**src/rtl/pe64_image_size_parser_assert.svh**
```systemverilog
// assertion macros shared by the image size parser modules
// no dependencies; each macro checks one property on the rising clock edge
`ifndef PE64_IMAGE_SIZE_PARSER_ASSERT_SVH
`define PE64_IMAGE_SIZE_PARSER_ASSERT_SVH

// condition implies consequence in the same cycle
`define PE64ISP_ASSERT_IMPLIES(label, clk, rst_n, ante, cons) \
    label: assert property (@(posedge clk) disable iff (!rst_n) (ante) |-> (cons)) \
        else $error("pe64isp: implication check failed");

// condition implies consequence in the next cycle
`define PE64ISP_ASSERT_NEXT(label, clk, rst_n, ante, cons) \
    label: assert property (@(posedge clk) disable iff (!rst_n) (ante) |=> (cons)) \
        else $error("pe64isp: next-cycle check failed");

`endif

```
**src/rtl/pe64isp_pkg.sv**
```systemverilog
// shared types and constants of the image size parser
// no dependencies
`default_nettype none

package pe64isp_pkg;

    // byte position counter width, saturates at all ones
    localparam int POS_W = 33;

    // dos mark bytes, in stream order
    localparam logic [15:0] DOS_MARK = 16'h4D5A;
    localparam logic [7:0]  MZ_BYTE0 = DOS_MARK[15:8];
    localparam logic [7:0]  MZ_BYTE1 = DOS_MARK[7:0];

    // header offset field position and end
    localparam int LFANEW_AT = 'h3C;
    localparam int HDR_END   = LFANEW_AT + 4;

    // nt header contents
    localparam logic [31:0] NT_SIGNATURE  = {16'h5045, 16'h0000};
    localparam logic [15:0] MACHINE_AMD64 = 16'h8664;
    localparam logic [15:0] OPT_MAGIC64   = 16'h020B;

    // field offsets relative to the header offset
    localparam int FILE_HDR_SIZE    = 20;
    localparam int SIZE_OF_IMAGE_AT = 14 * 4;
    localparam int SIG_LEN          = 4;
    localparam int MACHINE_REL      = 4;
    localparam int MAGIC_REL        = MACHINE_REL + FILE_HDR_SIZE;
    localparam int SIZE_REL         = MAGIC_REL + SIZE_OF_IMAGE_AT;

    // depth of the queue between front and back
    localparam int QUEUE_DEPTH = 2;

    typedef enum logic [2:0] {
        ST_OK        = 3'd0,
        ST_NO_MZ     = 3'd1,
        ST_TRUNC     = 3'd2,
        ST_BAD_SIG   = 3'd3,
        ST_NOT_AMD64 = 3'd4,
        ST_BAD_MAGIC = 3'd5
    } status_t;

    // one finished buffer, handed from front to back
    typedef struct packed {
        logic             mz_ok;
        logic [POS_W-1:0] size;
        logic [31:0]      hdr;
        logic [31:0]      sig;
        logic [15:0]      mach;
        logic [15:0]      magic;
        logic [31:0]      soi;
    } desc_t;

endpackage

`default_nettype wire

```
**src/rtl/pe64isp_ram.sv**
```systemverilog
// generic single write, single read ram with registered read data
// no dependencies
`default_nettype none

module pe64isp_ram #(
    parameter int WIDTH = 8,
    parameter int DEPTH = 64
) (
    input  wire logic                     clk,
    input  wire logic                     wr_en,
    input  wire logic [$clog2(DEPTH)-1:0] wr_addr,
    input  wire logic [WIDTH-1:0]         wr_data,
    input  wire logic [$clog2(DEPTH)-1:0] rd_addr,
    output logic      [WIDTH-1:0]         rd_data
);

    logic [WIDTH-1:0] mem_reg [DEPTH];
    logic [WIDTH-1:0] rd_data_reg;

    // write port and registered read port
    always_ff @(posedge clk)
    begin
        if (wr_en)
        begin
            mem_reg[wr_addr] <= wr_data;
        end
        rd_data_reg <= mem_reg[rd_addr];
    end

    assign rd_data = rd_data_reg;

endmodule

`default_nettype wire

```
**src/rtl/pe64isp_front.sv**
```systemverilog
// front end: byte intake, position count, field capture and prefix fetch
// depends on pe64isp_pkg, pe64isp_ram and the assertion macro header
`default_nettype none
`include "pe64_image_size_parser_assert.svh"

module pe64isp_front #(
    parameter int PREFIX_BYTES = 64
) (
    input  wire logic               clk,
    input  wire logic               rst_n,
    input  wire logic [7:0]         data_byte,
    input  wire logic               last,
    input  wire logic               byte_valid,
    output logic                    byte_stall,
    input  wire logic               q_full,
    output logic                    push,
    output pe64isp_pkg::desc_t      desc
);

    import pe64isp_pkg::*;

    localparam int AW = $clog2(PREFIX_BYTES);
    localparam int FW = AW + 1;
    localparam logic [POS_W-1:0] POS_MAX = {POS_W{1'b1}};

    // fetch list: signature bytes, then machine, then magic
    localparam logic [2:0] FETCH_MACH_AT  = 3'd4;
    localparam logic [2:0] FETCH_MAGIC_AT = 3'd6;
    localparam logic [2:0] FETCH_LAST     = 3'd7;

    logic [POS_W-1:0] pos_reg, pos_next;
    logic [7:0]       b0_reg, b0_next;
    logic             mz_ok_reg, mz_ok_next;
    logic [31:0]      hdr_reg, hdr_next;
    logic [31:0]      sig_reg, sig_next;
    logic [15:0]      mach_reg, mach_next;
    logic [15:0]      magic_reg, magic_next;
    logic [31:0]      soi_reg, soi_next;
    logic             pend_reg, pend_next;
    logic             fetch_active_reg, fetch_active_next;
    logic [2:0]       fetch_idx_reg, fetch_idx_next;
    logic             rd_pend_reg, rd_pend_next;
    logic             rd_use_reg, rd_use_next;
    logic [2:0]       rd_idx_reg, rd_idx_next;

    logic             accept;
    logic             in_prefix;
    logic             in_lfanew;
    logic [1:0]       hdr_lane;
    logic             at_fetch_start;
    logic [POS_W:0]   diff;
    logic             rel_ok;
    logic [6:0]       rel;
    logic             push_direct;
    logic             push_pend;
    logic             h_small;
    logic [FW-1:0]    fetch_addr;
    logic             fetch_use;
    logic             wr_en;
    logic [7:0]       rd_data;

    function automatic logic [FW-1:0] fetch_offset(input logic [2:0] idx);
        logic [FW-1:0] off;
        if (idx < FETCH_MACH_AT)
        begin
            off = FW'(idx);
        end
        else if (idx < FETCH_MAGIC_AT)
        begin
            off = FW'(MACHINE_REL) + FW'(idx - FETCH_MACH_AT);
        end
        else
        begin
            off = FW'(MAGIC_REL) + FW'(idx - FETCH_MAGIC_AT);
        end
        return off;
    endfunction

    // handshake and position decode
    assign byte_stall     = q_full || pend_reg;
    assign accept         = byte_valid && !byte_stall;
    assign in_prefix      = pos_reg < POS_W'(PREFIX_BYTES);
    assign in_lfanew      = (pos_reg >= POS_W'(LFANEW_AT)) && (pos_reg < POS_W'(HDR_END));
    assign hdr_lane       = 2'(pos_reg - POS_W'(LFANEW_AT));
    assign at_fetch_start = pos_reg == POS_W'(PREFIX_BYTES - 1);

    // distance of the current byte from the header offset
    assign diff   = {1'b0, pos_reg} - {2'b00, hdr_reg};
    assign rel_ok = !diff[POS_W] && (diff[POS_W-1:7] == '0);
    assign rel    = diff[6:0];

    // prefix fetch address for the current list entry
    assign h_small    = hdr_reg[31:AW] == '0;
    assign fetch_addr = FW'(hdr_reg[AW-1:0]) + fetch_offset(fetch_idx_reg);
    assign fetch_use  = h_small && (fetch_addr < FW'(PREFIX_BYTES));

    // prefix store
    assign wr_en = accept && in_prefix;

    pe64isp_ram #(
        .WIDTH (8),
        .DEPTH (PREFIX_BYTES)
    ) u_prefix (
        .clk     (clk),
        .wr_en   (wr_en),
        .wr_addr (pos_reg[AW-1:0]),
        .wr_data (data_byte),
        .rd_addr (fetch_addr[AW-1:0]),
        .rd_data (rd_data)
    );

    // byte capture and fetched byte merge
    always_comb
    begin
        pos_next   = pos_reg;
        b0_next    = b0_reg;
        mz_ok_next = mz_ok_reg;
        hdr_next   = hdr_reg;
        sig_next   = sig_reg;
        mach_next  = mach_reg;
        magic_next = magic_reg;
        soi_next   = soi_reg;
        if (accept)
        begin
            if (pos_reg != POS_MAX)
            begin
                pos_next = pos_reg + POS_W'(1);
            end
            if (in_prefix)
            begin
                if (pos_reg == '0)
                begin
                    b0_next = data_byte;
                end
                if (pos_reg == POS_W'(1))
                begin
                    mz_ok_next = (b0_reg == MZ_BYTE0) && (data_byte == MZ_BYTE1);
                end
                if (in_lfanew)
                begin
                    hdr_next[8*hdr_lane +: 8] = data_byte;
                end
            end
            else if (rel_ok)
            begin
                if (rel < 7'(SIG_LEN))
                begin
                    sig_next[8*rel[1:0] +: 8] = data_byte;
                end
                else if (rel >= 7'(MACHINE_REL) && rel < 7'(MACHINE_REL + 2))
                begin
                    mach_next[8*(1'(rel - 7'(MACHINE_REL))) +: 8] = data_byte;
                end
                else if (rel >= 7'(MAGIC_REL) && rel < 7'(MAGIC_REL + 2))
                begin
                    magic_next[8*(1'(rel - 7'(MAGIC_REL))) +: 8] = data_byte;
                end
                else if (rel >= 7'(SIZE_REL) && rel < 7'(SIZE_REL + 4))
                begin
                    soi_next[8*(2'(rel - 7'(SIZE_REL))) +: 8] = data_byte;
                end
            end
        end
        // fetched prefix byte lands in its field lane
        if (rd_pend_reg && rd_use_reg)
        begin
            if (rd_idx_reg < FETCH_MACH_AT)
            begin
                sig_next[8*rd_idx_reg[1:0] +: 8] = rd_data;
            end
            else if (rd_idx_reg < FETCH_MAGIC_AT)
            begin
                mach_next[8*rd_idx_reg[0] +: 8] = rd_data;
            end
            else
            begin
                magic_next[8*rd_idx_reg[0] +: 8] = rd_data;
            end
        end
    end

    // fetch sequencer, one prefix read per cycle
    always_comb
    begin
        fetch_active_next = fetch_active_reg;
        fetch_idx_next    = fetch_idx_reg;
        rd_pend_next      = 1'b0;
        rd_use_next       = rd_use_reg;
        rd_idx_next       = rd_idx_reg;
        if (fetch_active_reg)
        begin
            rd_pend_next   = 1'b1;
            rd_use_next    = fetch_use;
            rd_idx_next    = fetch_idx_reg;
            fetch_idx_next = fetch_idx_reg + 3'd1;
            if (fetch_idx_reg == FETCH_LAST)
            begin
                fetch_active_next = 1'b0;
            end
        end
        if (accept && at_fetch_start)
        begin
            fetch_active_next = 1'b1;
            fetch_idx_next    = '0;
        end
    end

    // end of buffer: hand over now or once the fetch is through
    assign push_direct = accept && last && !(at_fetch_start || fetch_active_reg);
    assign push_pend   = pend_reg && !fetch_active_reg && !q_full;
    assign push        = push_direct || push_pend;

    always_comb
    begin
        pend_next = pend_reg;
        if (accept && last && !push_direct)
        begin
            pend_next = 1'b1;
        end
        else if (push_pend)
        begin
            pend_next = 1'b0;
        end
    end

    always_comb
    begin
        desc.mz_ok = mz_ok_next;
        desc.size  = pos_next;
        desc.hdr   = hdr_next;
        desc.sig   = sig_next;
        desc.mach  = mach_next;
        desc.magic = magic_next;
        desc.soi   = soi_next;
    end

    // buffer state, cleared after each hand-over
    always_ff @(posedge clk or negedge rst_n)
    begin
        if (!rst_n)
        begin
            pos_reg          <= '0;
            b0_reg           <= '0;
            mz_ok_reg        <= 1'b0;
            hdr_reg          <= '0;
            sig_reg          <= '0;
            mach_reg         <= '0;
            magic_reg        <= '0;
            soi_reg          <= '0;
            pend_reg         <= 1'b0;
            fetch_active_reg <= 1'b0;
            fetch_idx_reg    <= '0;
            rd_pend_reg      <= 1'b0;
            rd_use_reg       <= 1'b0;
            rd_idx_reg       <= '0;
        end
        else
        begin
            if (push)
            begin
                pos_reg   <= '0;
                b0_reg    <= '0;
                mz_ok_reg <= 1'b0;
                hdr_reg   <= '0;
                sig_reg   <= '0;
                mach_reg  <= '0;
                magic_reg <= '0;
                soi_reg   <= '0;
            end
            else
            begin
                pos_reg   <= pos_next;
                b0_reg    <= b0_next;
                mz_ok_reg <= mz_ok_next;
                hdr_reg   <= hdr_next;
                sig_reg   <= sig_next;
                mach_reg  <= mach_next;
                magic_reg <= magic_next;
                soi_reg   <= soi_next;
            end
            pend_reg         <= pend_next;
            fetch_active_reg <= fetch_active_next;
            fetch_idx_reg    <= fetch_idx_next;
            rd_pend_reg      <= rd_pend_next;
            rd_use_reg       <= rd_use_next;
            rd_idx_reg       <= rd_idx_next;
        end
    end

    // a buffer is handed over only with every prefix field byte merged
    `PE64ISP_ASSERT_IMPLIES(a_push_after_fetch, clk, rst_n, push, !fetch_active_reg)
    // the prefix is not overwritten while it is being read
    `PE64ISP_ASSERT_IMPLIES(a_no_write_in_fetch, clk, rst_n, fetch_active_reg, !wr_en)

endmodule

`default_nettype wire

```
**src/rtl/pe64isp_fifo.sv**
```systemverilog
// short queue of finished buffers between front and back
// depends on the assertion macro header
`default_nettype none
`include "pe64_image_size_parser_assert.svh"

module pe64isp_fifo #(
    parameter int WIDTH = 8,
    parameter int DEPTH = 2
) (
    input  wire logic             clk,
    input  wire logic             rst_n,
    input  wire logic             push,
    input  wire logic [WIDTH-1:0] push_data,
    output logic                  full,
    input  wire logic             pop,
    output logic      [WIDTH-1:0] pop_data,
    output logic                  empty
);

    localparam int PW = $clog2(DEPTH);
    localparam int CW = $clog2(DEPTH + 1);

    logic [WIDTH-1:0] mem_reg [DEPTH];
    logic [PW-1:0]    wr_ptr_reg, wr_ptr_next;
    logic [PW-1:0]    rd_ptr_reg, rd_ptr_next;
    logic [CW-1:0]    count_reg, count_next;

    assign full     = count_reg == CW'(DEPTH);
    assign empty    = count_reg == '0;
    assign pop_data = mem_reg[rd_ptr_reg];

    // pointer and fill count update
    always_comb
    begin
        wr_ptr_next = wr_ptr_reg;
        rd_ptr_next = rd_ptr_reg;
        count_next  = count_reg;
        if (push)
        begin
            wr_ptr_next = (wr_ptr_reg == PW'(DEPTH - 1)) ? '0 : wr_ptr_reg + PW'(1);
        end
        if (pop)
        begin
            rd_ptr_next = (rd_ptr_reg == PW'(DEPTH - 1)) ? '0 : rd_ptr_reg + PW'(1);
        end
        if (push && !pop)
        begin
            count_next = count_reg + CW'(1);
        end
        else if (pop && !push)
        begin
            count_next = count_reg - CW'(1);
        end
    end

    always_ff @(posedge clk or negedge rst_n)
    begin
        if (!rst_n)
        begin
            wr_ptr_reg <= '0;
            rd_ptr_reg <= '0;
            count_reg  <= '0;
        end
        else
        begin
            wr_ptr_reg <= wr_ptr_next;
            rd_ptr_reg <= rd_ptr_next;
            count_reg  <= count_next;
        end
    end

    // entry storage
    always_ff @(posedge clk)
    begin
        if (push)
        begin
            mem_reg[wr_ptr_reg] <= push_data;
        end
    end

    `PE64ISP_ASSERT_IMPLIES(a_no_overflow, clk, rst_n, push, !full)
    `PE64ISP_ASSERT_IMPLIES(a_no_underflow, clk, rst_n, pop, !empty)

endmodule

`default_nettype wire

```
**src/rtl/pe64isp_back.sv**
```systemverilog
// back end: header checks on a finished buffer and the result register
// depends on pe64isp_pkg and the assertion macro header
`default_nettype none
`include "pe64_image_size_parser_assert.svh"

module pe64isp_back (
    input  wire logic                clk,
    input  wire logic                rst_n,
    input  wire pe64isp_pkg::desc_t  head,
    input  wire logic                q_empty,
    output logic                     q_pop,
    output pe64isp_pkg::status_t     status,
    output logic [31:0]              image_size,
    output logic                     result_valid,
    input  wire logic                result_stall
);

    import pe64isp_pkg::*;

    logic           result_valid_reg;
    status_t        status_reg, status_next;
    logic [31:0]    image_size_reg, image_size_next;
    logic [POS_W:0] span;
    logic [31:0]    sig_be;
    logic           report_failed;

    // true when a field of len bytes past the header offset runs off the end
    function automatic logic runs_past(input logic [POS_W:0] s, input int unsigned len);
        return s[POS_W] || (s[POS_W-1:0] < POS_W'(len));
    endfunction

    // bytes from the header offset to the end of the buffer
    assign span   = {1'b0, head.size} - {2'b00, head.hdr};
    assign sig_be = {head.sig[7:0], head.sig[15:8], head.sig[23:16], head.sig[31:24]};

    // checks in order, first failure wins
    always_comb
    begin
        status_next     = ST_OK;
        image_size_next = '0;
        if (!head.mz_ok)
        begin
            status_next = ST_NO_MZ;
        end
        else if (head.size < POS_W'(HDR_END) || runs_past(span, SIG_LEN))
        begin
            status_next = ST_TRUNC;
        end
        else if (sig_be != NT_SIGNATURE)
        begin
            status_next = ST_BAD_SIG;
        end
        else if (runs_past(span, MACHINE_REL + 2))
        begin
            status_next = ST_TRUNC;
        end
        else if (head.mach != MACHINE_AMD64)
        begin
            status_next = ST_NOT_AMD64;
        end
        else if (runs_past(span, MAGIC_REL + 2))
        begin
            status_next = ST_TRUNC;
        end
        else if (head.magic != OPT_MAGIC64)
        begin
            status_next = ST_BAD_MAGIC;
        end
        else if (runs_past(span, SIZE_REL + 4))
        begin
            status_next = ST_TRUNC;
        end
        else
        begin
            image_size_next = head.soi;
        end
    end

    // result register, refilled as the old item leaves
    assign q_pop = !q_empty && (!result_valid_reg || !result_stall);

    always_ff @(posedge clk or negedge rst_n)
    begin
        if (!rst_n)
        begin
            result_valid_reg <= 1'b0;
        end
        else if (!result_valid_reg || !result_stall)
        begin
            result_valid_reg <= !q_empty;
        end
    end

    always_ff @(posedge clk)
    begin
        if (q_pop)
        begin
            status_reg     <= status_next;
            image_size_reg <= image_size_next;
        end
    end

    assign result_valid = result_valid_reg;
    assign status       = status_reg;
    assign image_size   = image_size_reg;

    // failed buffer on the output
    assign report_failed = result_valid_reg && (status_reg != ST_OK);

    // a failed buffer never reports a size
    `PE64ISP_ASSERT_IMPLIES(a_fail_zero_size, clk, rst_n, report_failed, image_size_reg == '0)

endmodule

`default_nettype wire

```
**src/rtl/pe64_image_size_parser.sv**
```systemverilog
// image size parser: byte items in, one status and size item per buffer out
// a buffer's result passes the queue, then the result register; when the buffer ends
// during the eight-read prefix fetch, hand-over waits for it to finish (input stalls)
// throughput: one byte per cycle except while the queue is full or a buffer is pending
// reset: rst_n async active low clears position, fields, queue and result valid
// depends on pe64isp_pkg, pe64isp_front, pe64isp_fifo and pe64isp_back
`default_nettype none

module pe64_image_size_parser #(
    parameter int PREFIX_BYTES = 64
) (
    input  wire logic                 clk,
    input  wire logic                 rst_n,
    input  wire logic [7:0]           data_byte,
    input  wire logic                 last,
    input  wire logic                 byte_valid,
    output logic                      byte_stall,
    output pe64isp_pkg::status_t      status,
    output logic [31:0]               image_size,
    output logic                      result_valid,
    input  wire logic                 result_stall
);

    import pe64isp_pkg::*;

    desc_t push_desc;
    desc_t head_desc;
    logic  q_push;
    logic  q_full;
    logic  q_pop;
    logic  q_empty;

    // intake and field capture
    pe64isp_front #(
        .PREFIX_BYTES (PREFIX_BYTES)
    ) u_front (
        .clk        (clk),
        .rst_n      (rst_n),
        .data_byte  (data_byte),
        .last       (last),
        .byte_valid (byte_valid),
        .byte_stall (byte_stall),
        .q_full     (q_full),
        .push       (q_push),
        .desc       (push_desc)
    );

    // finished buffers waiting for evaluation
    pe64isp_fifo #(
        .WIDTH ($bits(desc_t)),
        .DEPTH (QUEUE_DEPTH)
    ) u_queue (
        .clk       (clk),
        .rst_n     (rst_n),
        .push      (q_push),
        .push_data (push_desc),
        .full      (q_full),
        .pop       (q_pop),
        .pop_data  (head_desc),
        .empty     (q_empty)
    );

    // checks and result register
    pe64isp_back u_back (
        .clk          (clk),
        .rst_n        (rst_n),
        .head         (head_desc),
        .q_empty      (q_empty),
        .q_pop        (q_pop),
        .status       (status),
        .image_size   (image_size),
        .result_valid (result_valid),
        .result_stall (result_stall)
    );

endmodule

`default_nettype wire

```
**config.mk**
```make
export PLATFORM = sky130hd
export DESIGN_NAME = pe64_image_size_parser
export DESIGN_NICKNAME = d
export VERILOG_FILES = /design/src/rtl/pe64isp_pkg.sv /design/src/rtl/pe64isp_ram.sv /design/src/rtl/pe64isp_front.sv /design/src/rtl/pe64isp_fifo.sv /design/src/rtl/pe64isp_back.sv /design/src/rtl/pe64_image_size_parser.sv
export VERILOG_INCLUDE_DIRS = /design/src /design/src/rtl
export SDC_FILE = /design/constraint.sdc
export NUM_CORES = 1
export LEC_CHECK = 0
export ABC_AREA = 1
export BUFFER_PORTS_ARGS = -buffer_cell sky130_fd_sc_hd__buf_2
export CAP_MARGIN = 15
export CORE_MARGIN = 2
export CORE_UTILIZATION = 35
export DETAILED_ROUTE_END_ITERATION = 8
export HOLD_SLACK_MARGIN = 0.05
export SKIP_LAST_GASP = 1
export SLEW_MARGIN = 30
export SYNTH_ARGS = -nofsm -noshare
export SYNTH_HDL_FRONTEND = slang
export SYNTH_HIERARCHICAL = 1
export SYNTH_SLANG_ARGS = --single-unit
```
**constraint.sdc**
```tcl
create_clock -name clk -period 16.3 [get_ports clk]
set_input_delay 4.89 -clock clk [delete_from_list [all_inputs] [get_ports clk]]
set_output_delay 4.89 -clock clk [all_outputs]
set_load 0.05 [all_outputs]
```
==> out/summary.txt, run 1 <==
# hold bufs at CTS -> 0
Vias -> 38180
CTS tree -> built
Clk_lat worst skew -> 0.75 ns
Status -> completed
Pwr/cell area -> 136 nW/um2
Diode count -> 0
Clk sinks -> 1064
Vias per cell -> 4.99
Area of the core -> 150000 um2
Setup bufs post-CTS -> 0
Delay-heaviest family, CP -> buffers and inverters
CTS H-tree lvls -> 3
Cts repair resizes -> 0
Worst-path cell chain -> buf_2 > nand2_1 > inv_1 > buf_4 > nand2_1 > o21ai_4 > buf_12 > inv_1 > nor2_4 > buf_6 > buf_4
Post-synth EDFFs -> 871
Die width -> 392 um
Worst setup path category -> primary input to register
DR iter-0 viols -> 3726
DR DRC count -> 0
CP max stage delay -> 0.68 ns
Post-synthesis sequential area ratio -> 58.7%
WL final -> 140 mm
CP Buf/Inv Count -> 7
Final-report hold violation count -> 0
Fill count -> 14701
CP Launch Type -> primary input
Number of global-route vias before repair -> 36153
Synth cell count leaders -> nand2_1 (1701), edfxtp_1 (871), inv_1 (654)
Area Growth Syn to Fin -> 10.6%
Finished Core Util -> 39.0%
Total track usage -> 18.1%
Post-Syn Instances -> 5517
CP endpoint kind -> register
Slowest CP cell -> buf_4
Rows -> 142
Max-slew headroom -> 33.8%
Post-DP HPWL -> 95.5 mm
#FFs+latches synth -> 1064
DRT Pass-1 Iters -> 7
Max VDD drop -> 0.0889 mV
Initial Util -> 35.2%
Clk slew on worst S/H paths -> 0.06 ns
Yosys Warn Count -> 6
Routed WL per cell -> 18.3 um
Layout cells sized above 1 -> 9.56%
CP Data Arrival Time -> 8.50 ns
Achievable clock frequency -> 0.123 GHz
Final Cycle Share -> 50.0%
GR Overflow Total -> 0
Fin crit period -> 8.16 ns
Syn nets -> 5620
Die area -> 154000 um2
Clock skew -> 0.0674 ns
Synth Cell Area -> 52800 um2
RSZ-0062 raised after global routing -> false
Max reg flops -> 512
Post-Syn Area per Cell -> 9.56 um2
Global-route wire length before repair -> 215 mm
CTS Buf Count -> 107
Clock root buffer -> clkbuf_16
IO buf count -> 49
Yosys top cell area share -> 49.6%
Asr flop ratio synth -> 17.4%
Leakage -> 24.9 nW
Clock buffer depth -> 3
FF-to-FF setup slack -> 10.91 ns
Final Net Count -> 5647
RD Place Congestion -> 0.927
Final setup fails -> 0
CP required -> 16.65 ns
Ranking of synthesized cells by area -> edfxtp_1 (50%), nand2_1 (12%), dfrtp_1 (8.8%), nand3_1 (6.0%), inv_1 (4.7%)
Synth Flop Type -> edfxtp_1
Initial antenna violation count -> 2
Top-count cell post-synth -> nand2_1
Fin Setup TNS -> 0 ns
IO Pins -> 50
Max cap viols -> 0
Maximum fanout along the worst path -> 158
Worst Hold Class -> register to register
Worst-Margin Slew -> 0.989 ns
Largest net degree at the start of global routing -> 159
Post-DRT Antenna Nets -> 0
Chip height -> 392 um
Post-synth cell types -> 55
Most area-hungry cell type in the Yosys netlist -> edfxtp_1
Slew Viols, Final -> 0
per-stage QoR:
| stage | instances | setup WS [ns] | cell area (um2) | total power [W] | hold WS [ns] |
|---|---|---|---|---|---|
| after floorplan | 5517 | 2.45 | 52800 | 0.00495 | 0.352 |
| after global placement | 7450 | 7.14 | 54800 | 0.00555 | 0.496 |
| after detailed placement | 7450 | 7.42 | 54800 | 0.00557 | 0.494 |
| after CTS | 7652 | 8.16 | 58300 | 0.00799 | 0.510 |
| after global routing | 7653 | 7.94 | 58400 | 0.00838 | 0.555 |
| final | 7653 | 8.14 | 58400 | 0.00794 | 0.516 |
cells in the final DEF, fill, tap and decap left out, drive strengths merged, types with 50 or more instances in the layout:
master,netlist,routed
nand2,1716,1716
edfxtp,871,871
inv,660,663
nand3,650,650
nor2,448,448
dfrtp,185,185
mux2,162,162
a21oi,157,157
clkbuf,53,144
buf,134,104
nand4,92,92
ha,87,87
nor3,60,60
clkinv,6,54
nor4,50,50
o21ai,50,50
path summary, 6_finish.rpt:
kind,cells past startpoint,endpoint,from
worst max-delay path,11,u_queue/mem_reg[0][128],byte_valid
worst min-delay path,2,u_front/rd_use_reg,u_front/rd_use_reg
worst max register to register,23,u_back/image_size[22],u_queue/rd_ptr_reg
worst min register to register,2,u_front/rd_use_reg,u_front/rd_use_reg
max in group asynchronous,3,u_front/mach_reg[9],rst_n
min in group asynchronous,1,u_queue/count_reg[1],rst_n
metal layers:
| metal | up-vias | GRT usage (%) | share of wire [%] |
|---|---|---|---|
| met3 | 203 | 2.56 | 6.6 |
| li1 | 18378 | - | - |
| met2 | 1287 | 28.9 | 46 |
| met5 | - | 0 | 0.0093 |
| met1 | 18310 | 25.7 | 45 |
| met4 | 2 | 5.15 | 2.6 |
cells by family (layout without fill, tap and decap cells):
logic type / count (synthesis) / count (layout) / share of synthesized area [%]
AOI/OAI and AO/OA: 234 / 234 / 2.36
and+or+nand+nor: 3070 / 3070 / 25.0
xor gates and xnor gates: 44 / 44 / 0.730
buffers and inverters: 853 / 973 / 7.07
adders and majority gates: 90 / 90 / 2.18
DFF: 1064 / 1064 / 58.7
muxes: 162 / 162 / 3.96
power breakdown:
part	switching, W	internal (W)	total, W	leakage, nW
combinational	0.00157	0.000717	0.00229	12.6
clock	0.00107	0.00135	0.00241	1.71
sequential	0.0000987	0.00315	0.00324	10.6
total	0.00274	0.00521	0.00794	24.9
final cells by class:
cell class / instances / area, um2 / area share, %
timing repair buffer: 105 / 727 / 1.25
clock buffer: 143 / 2950 / 5.06
clock inverter: 59 / 529 / 0.907
multi-input combinational: 3600 / 18200 / 31.1
sequential: 1064 / 30900 / 53.0
inverter: 666 / 2510 / 4.31
tap: 2016 / 2520 / 4.32
worst reg2reg max path, delay by kind of cell, from the launching register on:
kind	cells	cell delay [ns]
buf+inv	3	0.92
simple gates	18	2.55
fa+ha+maj	1	0.41
flops	1	0.89
mux	1	0.41
No activity file was read; power rests on OpenSTA's default activity.
==> run 2: changes to the inputs <==
==> constraint.sdc (replaced) <==
create_clock -name clk -period 6.95 [get_ports clk]
set_input_delay 2.085 -clock clk [delete_from_list [all_inputs] [get_ports clk]]
set_output_delay 2.085 -clock clk [all_outputs]
set_load 0.05 [all_outputs]
==> run 2 against run 1 <==
Die area unchanged. Global-route usage rose by 0.27 points. Count of clock-buffer cells in the layout down 3. Setup slack worse by 6.2 ns. First-iteration DRC count up 2.3%. Largest power group unchanged. Combinational power is 140% higher. Critical path depth up 10. Final area rose by 0.32%.
==> out/summary.txt, run 2 (same netlist as run 1, synthesis figures left out) <==
DP Worst Slack -> 1.61 ns
Max cap viols -> 0
Clock root buffer -> clkbuf_16
Routed WL per cell -> 18.8 um
Worst setup margin -> 1.98 ns
Post-DP HPWL -> 97.4 mm
Worst Hold Class -> register to register
Clk sinks -> 1064
# hold bufs at CTS -> 0
CP required -> 7.44 ns
GR Overflow Total -> 0
Worst setup path category -> register to register
Clock power frac -> 31.2%
IO Pins -> 50
Sw frac -> 34.2%
Total track usage -> 18.4%
Area of the core -> 150000 um2
Multi-input gate area -> 18200 um2
CP endpoint kind -> register
Hold Worst Slack -> 0.507 ns
Clock skew -> 0.0519 ns
Setup bufs post-CTS -> 0
Final std cells w/o fill -> 7653
CP Launch Type -> register
Area Growth Syn to Fin -> 11.0%
Slew Viols, Final -> 0
Status -> completed
Sw power -> 0.00647 W
Worst-Margin Slew -> 1.03 ns
DR DRC count -> 0
Cts repair resizes -> 0
RD Place Congestion -> 0.954
CTS Buf Count -> 107
Maximum fanout along the worst path -> 23
Post-DRT Antenna Nets -> 0
CTS tree -> built
Rows -> 142
Clk slew on worst S/H paths -> 0.06 ns
Most common cell after layout, fill and taps aside -> nand2_1
Number of global-route vias before repair -> 36296
Final setup fails -> 0
Pwr/cell area -> 323 nW/um2
RSZ-0062 raised after global routing -> false
CTS H-tree lvls -> 3
Vias per cell -> 5.02
Achievable clock frequency -> 0.201 GHz
CP Data Arrival Time -> 5.46 ns
Initial Util -> 35.2%
Initial antenna violation count -> 2
Fill count -> 14644
Clock buffer depth -> 3
DR iter-0 viols -> 3812
WL final -> 144 mm
Max reg flops -> 512
Max VDD drop -> 0.323 mV
Clk_lat worst skew -> 0.75 ns
Fin crit period -> 4.97 ns
Global-route wire length before repair -> 218 mm
Vias -> 38432
Max-slew headroom -> 31.1%
Commonest cells after routing, fill and taps aside -> nand2_1 (1701), edfxtp_1 (871), inv_1 (651), nand3_1 (636), nor2_1 (398)
Fin Setup TNS -> 0 ns
Placed instance count -> 7452
Final Cycle Share -> 71.5%
Diode count -> 0
Internal power -> 0.0124 W
Largest net degree at the start of global routing -> 189
Die width -> 392 um
Chip height -> 392 um
Die area -> 154000 um2
Leakage -> 25.0 nW
Layout cells sized above 1 -> 9.56%
Comb pwr share -> 28.7%
DRT Pass-1 Iters -> 8
IO buf count -> 49
Reg area -> 30900 um2
Total power -> 0.0189 W
Final Net Count -> 5650
Reg power frac -> 40.1%
Final-report hold violation count -> 0
## run 2: stage by stage
| stage | util [%] | cell area [um2] |
|---|---|---|
| final | 39.1 | 58500 |
| after global placement | 36.6 | 54900 |
| after detailed placement | 36.6 | 54900 |
| after global routing | 39.1 | 58500 |
| after CTS | 39.1 | 58500 |
| after floorplan | - | 52800 |
## run 2: per-layer routing
metal	vias up	routed length, um	global-route usage, %
li1	18366	-	-
met1	18493	64400	25.9
met2	1337	65400	29.1
met3	232	9710	2.65
met4	4	4210	5.83
met5	-	28	0
## run 2: final cells by class
type	count	share of cell area, %
Clock buffer	140	4.99
Tap cell	2016	4.31
Inverter	666	4.29
Sequential cell	1064	52.9
Timing Repair Buffer	108	1.35
Clock inverter	59	1.17
Multi-Input combinational cell	3600	31.0
## run 2: worst paths after layout
| check | from | endpoint | slack, ns | depth (start not counted) |
|---|---|---|---|---|
| max | u_front/pos_reg[0] | u_queue/mem_reg[1][8] | 1.98 | 21 |
| min | u_front/rd_use_reg | u_front/rd_use_reg | 0.51 | 2 |
| max reg2reg | u_front/pos_reg[0] | u_queue/mem_reg[1][8] | 1.98 | 21 |
| min reg2reg | u_front/rd_use_reg | u_front/rd_use_reg | 0.51 | 2 |
| max in group asynchronous | rst_n | u_front/pos_reg[5] | 4.29 | 2 |
| min in group asynchronous | rst_n | u_queue/rd_ptr_reg | 1.45 | 1 |
## run 2: power by group through the flow
stage / Combinational (W) / Clock, W / Sequential (W)
4_1_cts: 0.00538 / 0.00600 / 0.00759
3_3_place_gp: 0.00533 / 0 / 0.00771
3_5_place_dp: 0.00536 / 0 / 0.00772
5_1_grt: 0.00599 / 0.00623 / 0.00762
2_1_floorplan: 0.00366 / 0 / 0.00792
6_report: 0.00543 / 0.00589 / 0.00758
## run 2: worst max-delay path, stage by stage, from the launching register on
cell,delay (ns)
dfrtp_1,0.36
buf_4,0.23
inv_1,0.45
ha_1,0.25
inv_1,0.09
fa_1,0.43
nand2_1,0.11
nand3_1,0.08
nand3_1,0.09
nand2_1,0.07
nand2_1,0.11
nand2_2,0.10
nand2_1,0.08
nand4_1,0.06
nor2_1,0.19
nand3_1,0.18
nor2_2,0.20
nand3_2,0.16
nor3_4,0.74
nand2_1,0.43
nand2_1,0.20
nand2_1,0.09
